`src/vector_distance_unit_core_assert.svh`:
```
// assertion macros for the vector distance unit
`ifndef VECTOR_DISTANCE_UNIT_CORE_ASSERT_SVH
`define VECTOR_DISTANCE_UNIT_CORE_ASSERT_SVH

`ifndef SYNTH
// same-cycle implication
`define VDU_CHECK(lbl, clk_i, rst_ni, ante, cons) \
	lbl: assert property (@(posedge clk_i) disable iff (!rst_ni) (ante) |-> (cons)) \
		else $error("vdu check failed");
// next-cycle implication
`define VDU_CHECK_NEXT(lbl, clk_i, rst_ni, ante, cons) \
	lbl: assert property (@(posedge clk_i) disable iff (!rst_ni) (ante) |=> (cons)) \
		else $error("vdu next-cycle check failed");
`else
`define VDU_CHECK(lbl, clk_i, rst_ni, ante, cons)
`define VDU_CHECK_NEXT(lbl, clk_i, rst_ni, ante, cons)
`endif

`endif

```
`src/vdu_pkg.sv`:
```
// shared constants for the vector distance unit
`default_nettype none
package vdu_pkg;

	localparam int MAX_LENGTH_DEF  = 4096;
	localparam int QUEUE_DEPTH_DEF = 4;

	localparam int ELEM_W   = 16;
	localparam int METRIC_W = 3;
	localparam int SUM_W    = 48;
	localparam int DIST_W   = 48;
	localparam int AD_W     = 16;
	localparam int ROOT_W   = 32;
	localparam int RAD_W    = 64;

	localparam int DIV_STEPS  = RAD_W;
	localparam int SQRT_STEPS = RAD_W / 2;

	localparam logic [METRIC_W-1:0] METRIC_MANHATTAN = 3'd0;
	localparam logic [METRIC_W-1:0] METRIC_EUCLID    = 3'd1;
	localparam logic [METRIC_W-1:0] METRIC_RMS       = 3'd2;
	localparam logic [METRIC_W-1:0] METRIC_SQUARED   = 3'd3;
	localparam logic [METRIC_W-1:0] METRIC_CHEBYSHEV = 3'd4;
	localparam logic [METRIC_W-1:0] METRIC_RESET     = METRIC_EUCLID;

endpackage
`default_nettype wire

```
`src/vector_distance_unit_core.sv`:
```
// top level of the vector distance unit
//
//  channel  direction  handshake             payload
//  cfg      in         cfg_valid/cfg_ready   metric
//  in       in         in_valid/in_stall     a_value, b_value, last_element
//  out      out        out_valid/out_stall   distance, element_count
//
// one element pair is taken every cycle unless in_stall is high; it is accumulated in the
// cycle after acceptance; finished vectors wait in a four-entry job queue; the back end
// goes straight to done for manhattan, squared and chebyshev, via a 32-step root for
// euclidean, via a 64-step divider then the root for rms; done loads the output register
// in_stall rises only while the job queue is nearly full; out_stall holds a waiting result
// arst_n clears the accumulators, the queue and out_valid; metric resets to euclidean
`default_nettype none
module vector_distance_unit_core #(
	parameter int MAX_LENGTH  = vdu_pkg::MAX_LENGTH_DEF,
	parameter int QUEUE_DEPTH = vdu_pkg::QUEUE_DEPTH_DEF,
	localparam int CNT_W = $clog2(MAX_LENGTH + 1)
) (
	input  wire logic                                clk,
	input  wire logic                                arst_n,
	input  wire logic                                cfg_valid,
	output logic                                     cfg_ready,
	input  wire logic [vdu_pkg::METRIC_W-1:0]        metric,
	input  wire logic                                in_valid,
	output logic                                     in_stall,
	input  wire logic signed [vdu_pkg::ELEM_W-1:0]   a_value,
	input  wire logic signed [vdu_pkg::ELEM_W-1:0]   b_value,
	input  wire logic                                last_element,
	output logic                                     out_valid,
	input  wire logic                                out_stall,
	output logic [vdu_pkg::DIST_W-1:0]               distance,
	output logic [CNT_W-1:0]                         element_count
);
	import vdu_pkg::*;

	localparam int JOB_W = METRIC_W + SUM_W + AD_W + CNT_W;

	logic             q_push;
	logic [JOB_W-1:0] q_wdata;
	logic             q_pop;
	logic [JOB_W-1:0] q_rdata;
	logic             q_empty;
	logic             q_afull;

	vdu_front #(
		.MAX_LENGTH(MAX_LENGTH)
	) u_front (
		.clk          (clk),
		.arst_n       (arst_n),
		.cfg_valid    (cfg_valid),
		.cfg_ready    (cfg_ready),
		.metric       (metric),
		.in_valid     (in_valid),
		.in_stall     (in_stall),
		.a_value      (a_value),
		.b_value      (b_value),
		.last_element (last_element),
		.q_afull      (q_afull),
		.q_push       (q_push),
		.q_wdata      (q_wdata)
	);

	vdu_queue #(
		.WIDTH(JOB_W),
		.DEPTH(QUEUE_DEPTH)
	) u_queue (
		.clk    (clk),
		.arst_n (arst_n),
		.push   (q_push),
		.wdata  (q_wdata),
		.pop    (q_pop),
		.rdata  (q_rdata),
		.empty  (q_empty),
		.afull  (q_afull)
	);

	vdu_back #(
		.MAX_LENGTH(MAX_LENGTH)
	) u_back (
		.clk           (clk),
		.arst_n        (arst_n),
		.q_rdata       (q_rdata),
		.q_empty       (q_empty),
		.q_pop         (q_pop),
		.out_valid     (out_valid),
		.out_stall     (out_stall),
		.distance      (distance),
		.element_count (element_count)
	);

endmodule
`default_nettype wire

```
`src/vdu_front.sv`:
```
// front end: metric register, difference stage and accumulators
`default_nettype none
module vdu_front #(
	parameter int MAX_LENGTH = vdu_pkg::MAX_LENGTH_DEF,
	localparam int CNT_W = $clog2(MAX_LENGTH + 1),
	localparam int JOB_W = vdu_pkg::METRIC_W + vdu_pkg::SUM_W + vdu_pkg::AD_W + CNT_W
) (
	input  wire logic                                clk,
	input  wire logic                                arst_n,
	input  wire logic                                cfg_valid,
	output logic                                     cfg_ready,
	input  wire logic [vdu_pkg::METRIC_W-1:0]        metric,
	input  wire logic                                in_valid,
	output logic                                     in_stall,
	input  wire logic signed [vdu_pkg::ELEM_W-1:0]   a_value,
	input  wire logic signed [vdu_pkg::ELEM_W-1:0]   b_value,
	input  wire logic                                last_element,
	input  wire logic                                q_afull,
	output logic                                     q_push,
	output logic [JOB_W-1:0]                         q_wdata
);
	import vdu_pkg::*;

	logic [METRIC_W-1:0]     metric_q;
	logic                    valid_s1;
	logic                    last_s1;
	logic [METRIC_W-1:0]     metric_s1;
	logic [AD_W-1:0]         ad_s1;
	logic [SUM_W-1:0]        sum_q;
	logic [AD_W-1:0]         max_q;
	logic [CNT_W-1:0]        cnt_q;
	logic signed [ELEM_W:0]  diff;
	logic [ELEM_W:0]         diff_abs;
	logic                    accept;
	logic [2*AD_W-1:0]       square;
	logic [2*AD_W-1:0]       addend;
	logic [SUM_W:0]          sum_wide;
	logic [SUM_W-1:0]        sum_nx;
	logic [AD_W-1:0]         max_nx;
	logic [CNT_W-1:0]        cnt_nx;

	assign cfg_ready = 1'b1;
	assign in_stall  = q_afull;
	assign accept    = in_valid && !in_stall;

	assign diff     = {a_value[ELEM_W-1], a_value} - {b_value[ELEM_W-1], b_value};
	assign diff_abs = diff[ELEM_W] ? (~diff + 1'b1) : diff;

	assign square   = ad_s1 * ad_s1;
	assign addend   = (metric_s1 == METRIC_MANHATTAN) ?
		{{(AD_W-8){1'b0}}, ad_s1, 8'b0} : square;
	assign sum_wide = {1'b0, sum_q} + {{(SUM_W+1-2*AD_W){1'b0}}, addend};
	assign sum_nx   = sum_wide[SUM_W] ? {SUM_W{1'b1}} : sum_wide[SUM_W-1:0];
	assign max_nx   = (ad_s1 > max_q) ? ad_s1 : max_q;
	assign cnt_nx   = (cnt_q < CNT_W'(MAX_LENGTH)) ? cnt_q + 1'b1 : cnt_q;

	assign q_push  = valid_s1 && last_s1;
	assign q_wdata = {metric_s1, sum_nx, max_nx, cnt_nx};

	always_ff @(posedge clk or negedge arst_n) begin
		if (!arst_n) begin
			metric_q <= METRIC_RESET;
		end else if (cfg_valid && cfg_ready) begin
			metric_q <= metric;
		end
	end

	// stage 1: absolute difference
	always_ff @(posedge clk or negedge arst_n) begin
		if (!arst_n) begin
			valid_s1 <= 1'b0;
		end else begin
			valid_s1 <= accept;
		end
	end

	always_ff @(posedge clk) begin
		if (accept) begin
			ad_s1     <= diff_abs[AD_W-1:0];
			last_s1   <= last_element;
			metric_s1 <= metric_q;
		end
	end

	// stage 2: accumulate, clear after the last beat
	always_ff @(posedge clk or negedge arst_n) begin
		if (!arst_n) begin
			sum_q <= '0;
			max_q <= '0;
			cnt_q <= '0;
		end else if (valid_s1) begin
			if (last_s1) begin
				sum_q <= '0;
				max_q <= '0;
				cnt_q <= '0;
			end else begin
				sum_q <= sum_nx;
				max_q <= max_nx;
				cnt_q <= cnt_nx;
			end
		end
	end

endmodule
`default_nettype wire

```
`src/vdu_queue.sv`:
```
// short job queue between front and back
`default_nettype none
module vdu_queue #(
	parameter int WIDTH = 8,
	parameter int DEPTH = vdu_pkg::QUEUE_DEPTH_DEF
) (
	input  wire logic             clk,
	input  wire logic             arst_n,
	input  wire logic             push,
	input  wire logic [WIDTH-1:0] wdata,
	input  wire logic             pop,
	output logic [WIDTH-1:0]      rdata,
	output logic                  empty,
	output logic                  afull
);
	import vdu_pkg::*;

	localparam int PTR_W = (DEPTH > 1) ? $clog2(DEPTH) : 1;
	localparam int LVL_W = $clog2(DEPTH + 1);

	logic [WIDTH-1:0] mem_q [DEPTH];
	logic [PTR_W-1:0] wr_ptr_q;
	logic [PTR_W-1:0] rd_ptr_q;
	logic [LVL_W-1:0] level_q;
	logic             do_pop;

	assign empty  = (level_q == '0);
	// one slot kept for the beat still in the difference stage
	assign afull  = (level_q >= LVL_W'(DEPTH - 1));
	assign rdata  = mem_q[rd_ptr_q];
	assign do_pop = pop && !empty;

	always_ff @(posedge clk) begin
		if (push) begin
			mem_q[wr_ptr_q] <= wdata;
		end
	end

	always_ff @(posedge clk or negedge arst_n) begin
		if (!arst_n) begin
			wr_ptr_q <= '0;
			rd_ptr_q <= '0;
			level_q  <= '0;
		end else begin
			if (push) begin
				wr_ptr_q <= (wr_ptr_q == PTR_W'(DEPTH - 1)) ? '0 : wr_ptr_q + 1'b1;
			end
			if (do_pop) begin
				rd_ptr_q <= (rd_ptr_q == PTR_W'(DEPTH - 1)) ? '0 : rd_ptr_q + 1'b1;
			end
			if (push && !do_pop) begin
				level_q <= level_q + 1'b1;
			end else if (do_pop && !push) begin
				level_q <= level_q - 1'b1;
			end
		end
	end

`include "vector_distance_unit_core_assert.svh"
	`VDU_CHECK(a_no_overflow, clk, arst_n, push && !do_pop, level_q != LVL_W'(DEPTH))
	`VDU_CHECK(a_level_bound, clk, arst_n, 1'b1, level_q <= LVL_W'(DEPTH))
	`VDU_CHECK(a_empty_ptrs, clk, arst_n, empty, wr_ptr_q == rd_ptr_q)

endmodule
`default_nettype wire

```
`src/vdu_back.sv`:
```
// back end: metric selection, serial divider and serial square root
`default_nettype none
module vdu_back #(
	parameter int MAX_LENGTH = vdu_pkg::MAX_LENGTH_DEF,
	localparam int CNT_W = $clog2(MAX_LENGTH + 1),
	localparam int JOB_W = vdu_pkg::METRIC_W + vdu_pkg::SUM_W + vdu_pkg::AD_W + CNT_W
) (
	input  wire logic                         clk,
	input  wire logic                         arst_n,
	input  wire logic [JOB_W-1:0]             q_rdata,
	input  wire logic                         q_empty,
	output logic                              q_pop,
	output logic                              out_valid,
	input  wire logic                         out_stall,
	output logic [vdu_pkg::DIST_W-1:0]        distance,
	output logic [CNT_W-1:0]                  element_count
);
	import vdu_pkg::*;

	localparam int STEP_W = $clog2(DIV_STEPS);
	localparam int SREM_W = ROOT_W + 4;

	typedef enum logic [1:0] {ST_IDLE, ST_DIV, ST_SQRT, ST_DONE} state_t;

	state_t              state_q;
	logic [STEP_W-1:0]   step_q;
	logic [METRIC_W-1:0] metric_q;
	logic [CNT_W-1:0]    n_q;
	logic [RAD_W-1:0]    x_q;
	logic [CNT_W-1:0]    drem_q;
	logic [SREM_W-1:0]   srem_q;
	logic [ROOT_W-1:0]   root_q;
	logic [DIST_W-1:0]   res_q;
	logic                out_valid_q;
	logic [DIST_W-1:0]   distance_q;
	logic [CNT_W-1:0]    count_q;

	logic [METRIC_W-1:0] job_metric;
	logic [SUM_W-1:0]    job_sum;
	logic [AD_W-1:0]     job_max;
	logic [CNT_W-1:0]    job_cnt;
	logic [CNT_W:0]      dshift;
	logic                dbit;
	logic [SREM_W-1:0]   sshift;
	logic [SREM_W-1:0]   strial;
	logic                sbit;
	logic [ROOT_W-1:0]   root_nx;
	logic                load_out;

	assign {job_metric, job_sum, job_max, job_cnt} = q_rdata;

	// restoring division, one quotient bit per cycle
	assign dshift = {drem_q, x_q[RAD_W-1]};
	assign dbit   = (dshift >= {1'b0, n_q});

	// digit-by-digit square root, two radicand bits per cycle
	assign sshift  = {srem_q[SREM_W-3:0], x_q[RAD_W-1:RAD_W-2]};
	assign strial  = {{(SREM_W-ROOT_W-2){1'b0}}, root_q, 2'b01};
	assign sbit    = (sshift >= strial);
	assign root_nx = {root_q[ROOT_W-2:0], sbit};

	assign q_pop    = (state_q == ST_IDLE) && !q_empty;
	assign load_out = (state_q == ST_DONE) && (!out_valid_q || !out_stall);

	assign out_valid     = out_valid_q;
	assign distance      = distance_q;
	assign element_count = count_q;

	always_ff @(posedge clk or negedge arst_n) begin
		if (!arst_n) begin
			state_q     <= ST_IDLE;
			out_valid_q <= 1'b0;
		end else begin
			if (load_out) begin
				out_valid_q <= 1'b1;
			end else if (!out_stall) begin
				out_valid_q <= 1'b0;
			end
			unique case (state_q)
				ST_IDLE: begin
					if (!q_empty) begin
						metric_q <= job_metric;
						n_q      <= job_cnt;
						step_q   <= '0;
						drem_q   <= '0;
						srem_q   <= '0;
						root_q   <= '0;
						x_q      <= {job_sum, 16'b0};
						unique case (job_metric) inside
							METRIC_MANHATTAN, METRIC_SQUARED: begin
								res_q   <= job_sum;
								state_q <= ST_DONE;
							end
							METRIC_CHEBYSHEV: begin
								res_q   <= {{(DIST_W-AD_W-8){1'b0}}, job_max, 8'b0};
								state_q <= ST_DONE;
							end
							METRIC_EUCLID: begin
								state_q <= ST_SQRT;
							end
							METRIC_RMS: begin
								state_q <= ST_DIV;
							end
							default: begin
								res_q   <= '0;
								state_q <= ST_DONE;
							end
						endcase
					end
				end
				ST_DIV: begin
					drem_q <= dbit ? CNT_W'(dshift - {1'b0, n_q}) : dshift[CNT_W-1:0];
					x_q    <= {x_q[RAD_W-2:0], dbit};
					// the step count wraps to zero for the root
					step_q <= step_q + 1'b1;
					if (step_q == STEP_W'(DIV_STEPS - 1)) begin
						state_q <= ST_SQRT;
					end
				end
				ST_SQRT: begin
					srem_q <= sbit ? (sshift - strial) : sshift;
					root_q <= root_nx;
					x_q    <= {x_q[RAD_W-3:0], 2'b00};
					step_q <= step_q + 1'b1;
					if (step_q == STEP_W'(SQRT_STEPS - 1)) begin
						res_q   <= {{(DIST_W-ROOT_W){1'b0}}, root_nx};
						state_q <= ST_DONE;
					end
				end
				ST_DONE: begin
					if (load_out) begin
						distance_q  <= res_q;
						count_q     <= n_q;
						state_q     <= ST_IDLE;
					end
				end
				default: begin
					state_q <= ST_IDLE;
				end
			endcase
		end
	end

`include "vector_distance_unit_core_assert.svh"
	`VDU_CHECK(a_div_only_rms, clk, arst_n, state_q == ST_DIV, metric_q == METRIC_RMS)
	`VDU_CHECK(a_div_nonzero, clk, arst_n, state_q == ST_DIV, n_q != '0)
	`VDU_CHECK(a_sqrt_metric, clk, arst_n, state_q == ST_SQRT, metric_q == METRIC_RMS || metric_q == METRIC_EUCLID)
	`VDU_CHECK_NEXT(a_load_shows, clk, arst_n, load_out, out_valid && state_q == ST_IDLE)

endmodule
`default_nettype wire

```
`config.mk`:
```
export PLATFORM = sky130hd
export DESIGN_NAME = vector_distance_unit_core
export DESIGN_NICKNAME = d
export VERILOG_FILES = /design/src/vdu_pkg.sv /design/src/vector_distance_unit_core.sv /design/src/vdu_front.sv /design/src/vdu_queue.sv /design/src/vdu_back.sv
export VERILOG_INCLUDE_DIRS = /design/src /design/src/src
export SDC_FILE = /design/constraint.sdc
export NUM_CORES = 2
export LEC_CHECK = 0
export BUFFER_PORTS_ARGS = -buffer_cell sky130_fd_sc_hd__buf_4
export CAP_MARGIN = 10
export CORE_ASPECT_RATIO = 0.75
export CORE_MARGIN = 2
export CORE_UTILIZATION = 45
export DETAILED_ROUTE_END_ITERATION = 8
export SYNTH_ARGS = -nofsm -noshare
export SYNTH_HDL_FRONTEND = slang
export SYNTH_SLANG_ARGS = --single-unit
export TNS_END_PERCENT = 5
```
`constraint.sdc`:
```
create_clock -name clk -period 10.27 [get_ports clk]
set_input_delay 0.5135 -clock clk [delete_from_list [all_inputs] [get_ports clk]]
set_output_delay 0.5135 -clock clk [all_outputs]
set_load 0.05 [all_outputs]
```
=== Word-level counts from Yosys, hierarchy flattened ===
Memory sizes are Yosys's and may differ from the RTL's.
Index checks and enable logic that the tools add are counted.

* Memories: 1
* Word-level logic and storage cells: 131
* Memory bits (read-only): 0
* Bits in latches: 0
* Flip-flop bits (word level): 382
* Bits in writable memories: 320
* Output and inout bits: 64

* Divide/modulo/power cells: 0
* Equality and inequality tests: 17
* Add/subtract/negate cells: 11
* Bitwise gates (word level): 2
* Multipliers: 1
* $lt $le $gt $ge: 5
* Muxes and demuxes: 38
* Shift operators: 0
* Reduce and logical (&&, ||, !) cells: 34

{| class="wikitable"
|+ Memory list
! name !! depth !! width !! read ports !! clocked after memory_dff !! write ports !! line !! text
|-
| u_queue.mem_q || 4 || 80 || 1 || 0 || 1 || vdu_queue.sv:21 || <nowiki>logic [WIDTH-1:0] mem_q [DEPTH];</nowiki>
|}

{| class="wikitable"
|+ Operators by type and width
! operator !! count
|-
| $mux W48 || 4
|-
| $pmux W64 S3 || 1
|-
| $pmux W48 S3 || 1
|-
| $pmux W48 S2 || 1
|-
| $mux W34 || 2
|-
| $pmux W34 S2 || 1
|-
| $mux W32 || 2
|-
| $mux W64 || 1
|-
| $pmux W32 S2 || 1
|-
| $mux W13 || 4
|-
| $add A48 B32 Y49 || 1
|-
| $mux W16 || 3
|-
| $ge A36 B34 Y1 || 1
|-
| $sub A34 B34 Y34 || 1
|-
| $mul A16 B16 Y32 || 1
|-
| $pmux W13 S2 || 1
|-
| $reduce_and A3 Y1 || 6
|-
| $sub A16 B16 Y17 || 1
|-
| $add A16 B1 Y16 const B || 1
|-
| $gt A16 B16 Y1 || 1
|-
| $not A16 Y16 || 1
|-
| $ge A14 B13 Y1 || 1
|-
| $add A13 B1 Y13 const B || 1
|-
| $lt A13 B13 Y1 const B || 1
|-
| other kinds (33) || 69
|}

=== Longest topological paths before layout ===
* Word-level depth: 7
* Depth in mapped cells: 37

=== Hierarchy ===
A second synthesis with hierarchy kept.

* Cells, all modules: 3439
* Area total of the unflattened synthesis: 41432.2 µm²

{| class="wikitable"
|+ Modules (own cells, without submodules)
! module !! cells an instance !! seq. area each (µm²) !! area an instance (µm²) !! times used
|-
| vdu_front || 1882 || 2628.8 || 15969.1 || 1
|-
| vdu_back || 1102 || 8212.9 || 13405.4 || 1
|-
| vdu_queue || 455 || 9784.4 || 12057.8 || 1
|}

=== Least setup slack after synthesis ===
Ideal clock, no wire load.

* Kind: reg-to-reg
* From: register u_front.ad_s1[4]
* To: memory u_queue.mem_q[0][62] (netlist name), data pin
* Required time: 9988 ps
* Library setup time: 282 ps
* Arrival: 8141 ps
* Buffers on the path: 4
* Stages on the path, launching flop included: 32
* Path slack: 1847 ps
* Cell sequence: edfxtp_1 -> clkbuf_1 -> buf_1 -> nand2_1 -> fa_1 -> inv_1 -> fa_1 -> fa_1 -> fa_1 -> fa_1 -> inv_1 -> fa_1 -> inv_1 -> ha_1 -> and4_1 -> and4_1 -> a311oi_1 -> o221a_2 -> o21bai_1 -> a21oi_1 -> o21ai_0 -> xnor2_1 -> nor2_1 -> ha_1 -> a21o_1 -> a21oi_1 -> and3_1 -> a21oi_2 -> o211ai_1 -> clkbuf_1 -> buf_1 -> nand2_1

* Word-level cells in the longest chain between the ends: 4

{| class="wikitable"
|+ RTL lines
! what !! line !! text
|-
| start, declared || vdu_front.sv:28 || <nowiki>logic [AD_W-1:0] ad_s1;</nowiki>
|-
| start signal, assigned || vdu_front.sv:79 || <nowiki>ad_s1 <= diff_abs[AD_W-1:0];</nowiki>
|-
| $mul A16 B16 Y32 || vdu_front.sv:49 || <nowiki>assign square = ad_s1 * ad_s1;</nowiki>
|-
| $mux W32 * || vdu_front.sv:50 || <nowiki>assign addend = (metric_s1 == METRIC_MANHATTAN) ?</nowiki>
|-
| $add A48 B32 Y49 * || vdu_front.sv:52 || <nowiki>assign sum_wide = {1'b0, sum_q} + {{(SUM_W+1-2*AD_W){1'b0}}, addend};</nowiki>
|-
| $mux W48 * || vdu_front.sv:53 || <nowiki>assign sum_nx = sum_wide[SUM_W] ? {SUM_W{1'b1}} : sum_wide[SUM_W-1:0];</nowiki>
|-
| named net q_wdata[62] || vector_distance_unit_core.sv:40 || <nowiki>logic [JOB_W-1:0] q_wdata;</nowiki>
|-
| end, declared || vdu_queue.sv:21 ||
|}

Mark *: on every way through the listed nets, which the timed path passes. The rest lies on a longest branch.

=== Worst setup path after layout ===
* From: register u_front.ad_s1[11]
* To: memory u_queue.mem_q[1][70] (netlist name), data pin

Same word-level chain as after synthesis.

==> metrics.txt <==
IO Pins=105; slew margin rel.=19.80%; CP Launch Type=register; post-DP HPWL=66850 um; CTS sink count=702; antenna-violating nets left=0; status=complete, no violations; Synth Flop Type=edfxtp_1; max-slew violation count=0; post-synthesis sequential element count=702; endpoints failing hold=0; clk root buf=clkbuf_16; Max-Cap Viols=0; clk buf depth=3; TritonCTS Buffers=72; Final min period=9632 ps; fin crit share=93.79%; Buffers on Ports=103; post-CTS sizing=0; TritonRoute pass-1 iters=5; synthesized cell area=41070 um^2; post-synth top area share=44.67%; Slowest Stage Delay on Critical Path=890 ps; WL/cell=20.02 um; violation count after the first detailed-route iteration=2204; fmax=0.1038 GHz; Core Area=89980 um^2; worst-margin pin slew=1199 ps; worst path arrival time=9980 ps; ranking of synthesized cells by area=edfxtp_1, fa_1, ha_1; syn avg cell area=12.26 um^2; CP Class=reg -> reg; Final Wtd Congestion=0.8510; GRT Total Usage=20.09%; Vias=25830; die area=93730 um^2; Syn. warnings=0; remaining global-route overflow=0; fillers=7866; clk_skew=17.61 ps; Register-to-Register Path Depth=30; Synth Net Count=3783; RSZ-0062 raised after global routing=false; FP Rows=95; first-pass GRT wire length=147600 um; pin count of the biggest net entering global routing=94; nature of the critical path endpoint=register; worst r2r dst=u_queue.mem_q[1][70]; Required @ worst endpoint=10620 ps; CP startpoint=u_front.ad_s1[11]; slowest stage cell, crit path=edfxtp_1; Setup crit end=u_queue.mem_q[1][70]; Initial Util=45.65%; HP Class=in -> reg; ratio of cells with drive above 1 in the final layout=12.33%; Post-synth EDFFs=611; Worst-path clk slew=60 ps; Layout area overhead=11.60%; CTS tree=yes; Die Height=265.6 um; sequential share of the synthesized area=50.22%; Yosys cell types=94; Nets=3863; post-synth top area cell=edfxtp_1; Via density=5.493; setup TNS=0 ps; H-tree levels=3; Post-route DRC=0; Routed WL=94120 um; Die Span X=352.8 um; Top cell by count, worst path=fa_1; worst-path maximum fanout=14; worst skew pair latency=630 ps; r2r setup slk=640 ps; start of the worst register-to-register path=u_front.ad_s1[11]; synthesized instance count=3349; asr flop ratio synth=12.96%; initial antenna violation count=1; vias in the first global route=25510; endpoints failing setup=0
==> registers in the layout, summed over array words and instances (netlist names), 2 cells and up <==
| name | cells |
|---|---|
| u_front.metric_s1 | 3 |
| u_back.n_q | 13 |
| u_back.root_q | 32 |
| u_front.metric_q | 3 |
| u_back.step_q | 6 |
| u_front.sum_q | 48 |
| u_queue.mem_q | 320 |
| u_back.res_q | 48 |
| u_queue.wr_ptr_q | 2 |
| u_queue.level_q | 3 |
| u_back.drem_q | 13 |
| u_back.distance | 48 |
| u_front.ad_s1 | 16 |
| u_front.max_q | 16 |
| u_back.element_count | 13 |
| u_queue.rd_ptr_q | 2 |
| u_back.state_q | 2 |
| u_back.srem_q | 34 |
| u_front.cnt_q | 13 |
| u_back.x_q | 64 |
==> kinds of logic after synthesis <==
kind of cell	count (synthesis)	share of synthesized area [%]
AND/OR/NAND/NOR	771	9.453
adder cells (fa/ha/maj)	393	14.97
multiplexers	152	6.212
XOR/XNOR	150	3.199
buffers and inverters	506	4.688
other	1	0.009130
AO/OA/AOI/OAI	674	11.25
flip-flops	702	50.22
==> synthesized netlist by cell type, drive strengths merged, types with 63 or more instances <==
| library cell | count |
|---|---|
| nor2 | 157 |
| inv | 358 |
| dfrtp | 90 |
| a22o | 69 |
| ha | 229 |
| nand2 | 216 |
| edfxtp | 611 |
| fa | 164 |
| a21o | 72 |
| mux4 | 80 |
| nor2b | 63 |
| o21ai | 89 |
| xnor2 | 88 |
| clkbuf | 118 |
| and2 | 112 |
| a21oi | 199 |
==> final cells by class <==
class / instances / area, um^2 / share of cell area [%]
Antenna cell: 2 / 5.005 / 0.01092
Clock buffer: 92 / 2011 / 4.387
Clock inverter: 41 / 509.2 / 1.111
Inverter: 360 / 1351 / 2.948
Multi-Input combinational cell: 2141 / 18650 / 40.68
Sequential cell: 702 / 20630 / 45.02
Tap cell: 1212 / 1516 / 3.308
Timing Repair Buffer: 152 / 1164 / 2.539
==> worst max-delay path, delay by kind of cell, from the launching register on <==
kind | cells | cell delay, ps
AND/OR/NAND/NOR | 13 | 2450
flip-flops | 1 | 890
AO/OA/AOI/OAI | 5 | 1800
XOR/XNOR | 1 | 140
buffers and inverters | 3 | 140
adder cells (fa/ha/maj) | 8 | 3910
==> repair_timing <==
item                                    CTS  global route
hold endpoints to repair                  3             0
setup buffers                             0             2
hold buffers                              1             0
endpoints found under the setup margin    0             4
==> per-stage QoR <==
| step | worst slack (ps) | instance area (um^2) | utilization [%] | std cells | hold slack [ps] |
|---|---|---|---|---|---|
| floorplan | 1847 | 41070 | - | 3349 | 217.9 |
| global route | 64.37 | 45830 | 50.93 | 4700 | 44.07 |
| global placement | 808.5 | 43270 | 48.09 | 4563 | 358.5 |
| detailed placement | 666.6 | 43270 | 48.09 | 4563 | 356.7 |
| CTS | 635.5 | 45800 | 50.90 | 4697 | 30.88 |
| finish | 637.6 | 45840 | 50.94 | 4702 | 66.27 |
==> per-layer routing <==
metal  global-route usage [%]  wire [um]
met3                    4.213       6369
met1                    31.18      46600
met4                    4.135       1495
met2                    28.91      39660
met5                        0          0
==> worst min-delay path by stage <==
stage / startpoint / to / slack, ps / cells after the start
after floorplan: arst_n / u_back.out_valid / 220 / 0
after global placement: arst_n / u_back.state_q[1] / 360 / 1
after detailed placement: arst_n / u_back.state_q[0] / 360 / 1
after CTS: last_element / u_front.last_s1 / 30 / 1
after global routing: last_element / u_front.last_s1 / 40 / 1
final: last_element / u_front.last_s1 / 70 / 1
==> cells in the final DEF, fill, tap and decap left out, types with 18 or more instances in the layout <==
master | Yosys | final
o21bai_1 | 18 | 18
xor2_1 | 62 | 62
ha_1 | 229 | 226
mux2i_1 | 49 | 49
fa_1 | 164 | 164
and2_1 | 111 | 110
nor2b_1 | 63 | 63
a21o_1 | 72 | 72
o21ai_0 | 81 | 81
nand3_1 | 43 | 43
mux2_2 | 23 | 23
a21oi_1 | 198 | 195
a22oi_1 | 50 | 50
nor3_1 | 38 | 36
nand4_1 | 26 | 26
inv_1 | 357 | 357
dfrtp_1 | 90 | 88
a22o_1 | 69 | 69
nand2_1 | 216 | 216
edfxtp_1 | 611 | 611
buf_4 | 4 | 148
xnor2_1 | 88 | 88
o21a_1 | 24 | 24
nor2_1 | 157 | 155
mux4_2 | 80 | 80
nand2b_1 | 23 | 23
clkbuf_16 | 0 | 75
and3_1 | 32 | 28
Power is not shown: default switching activity piles up to over one toggle a cycle in this logic, so the estimate is an artifact.
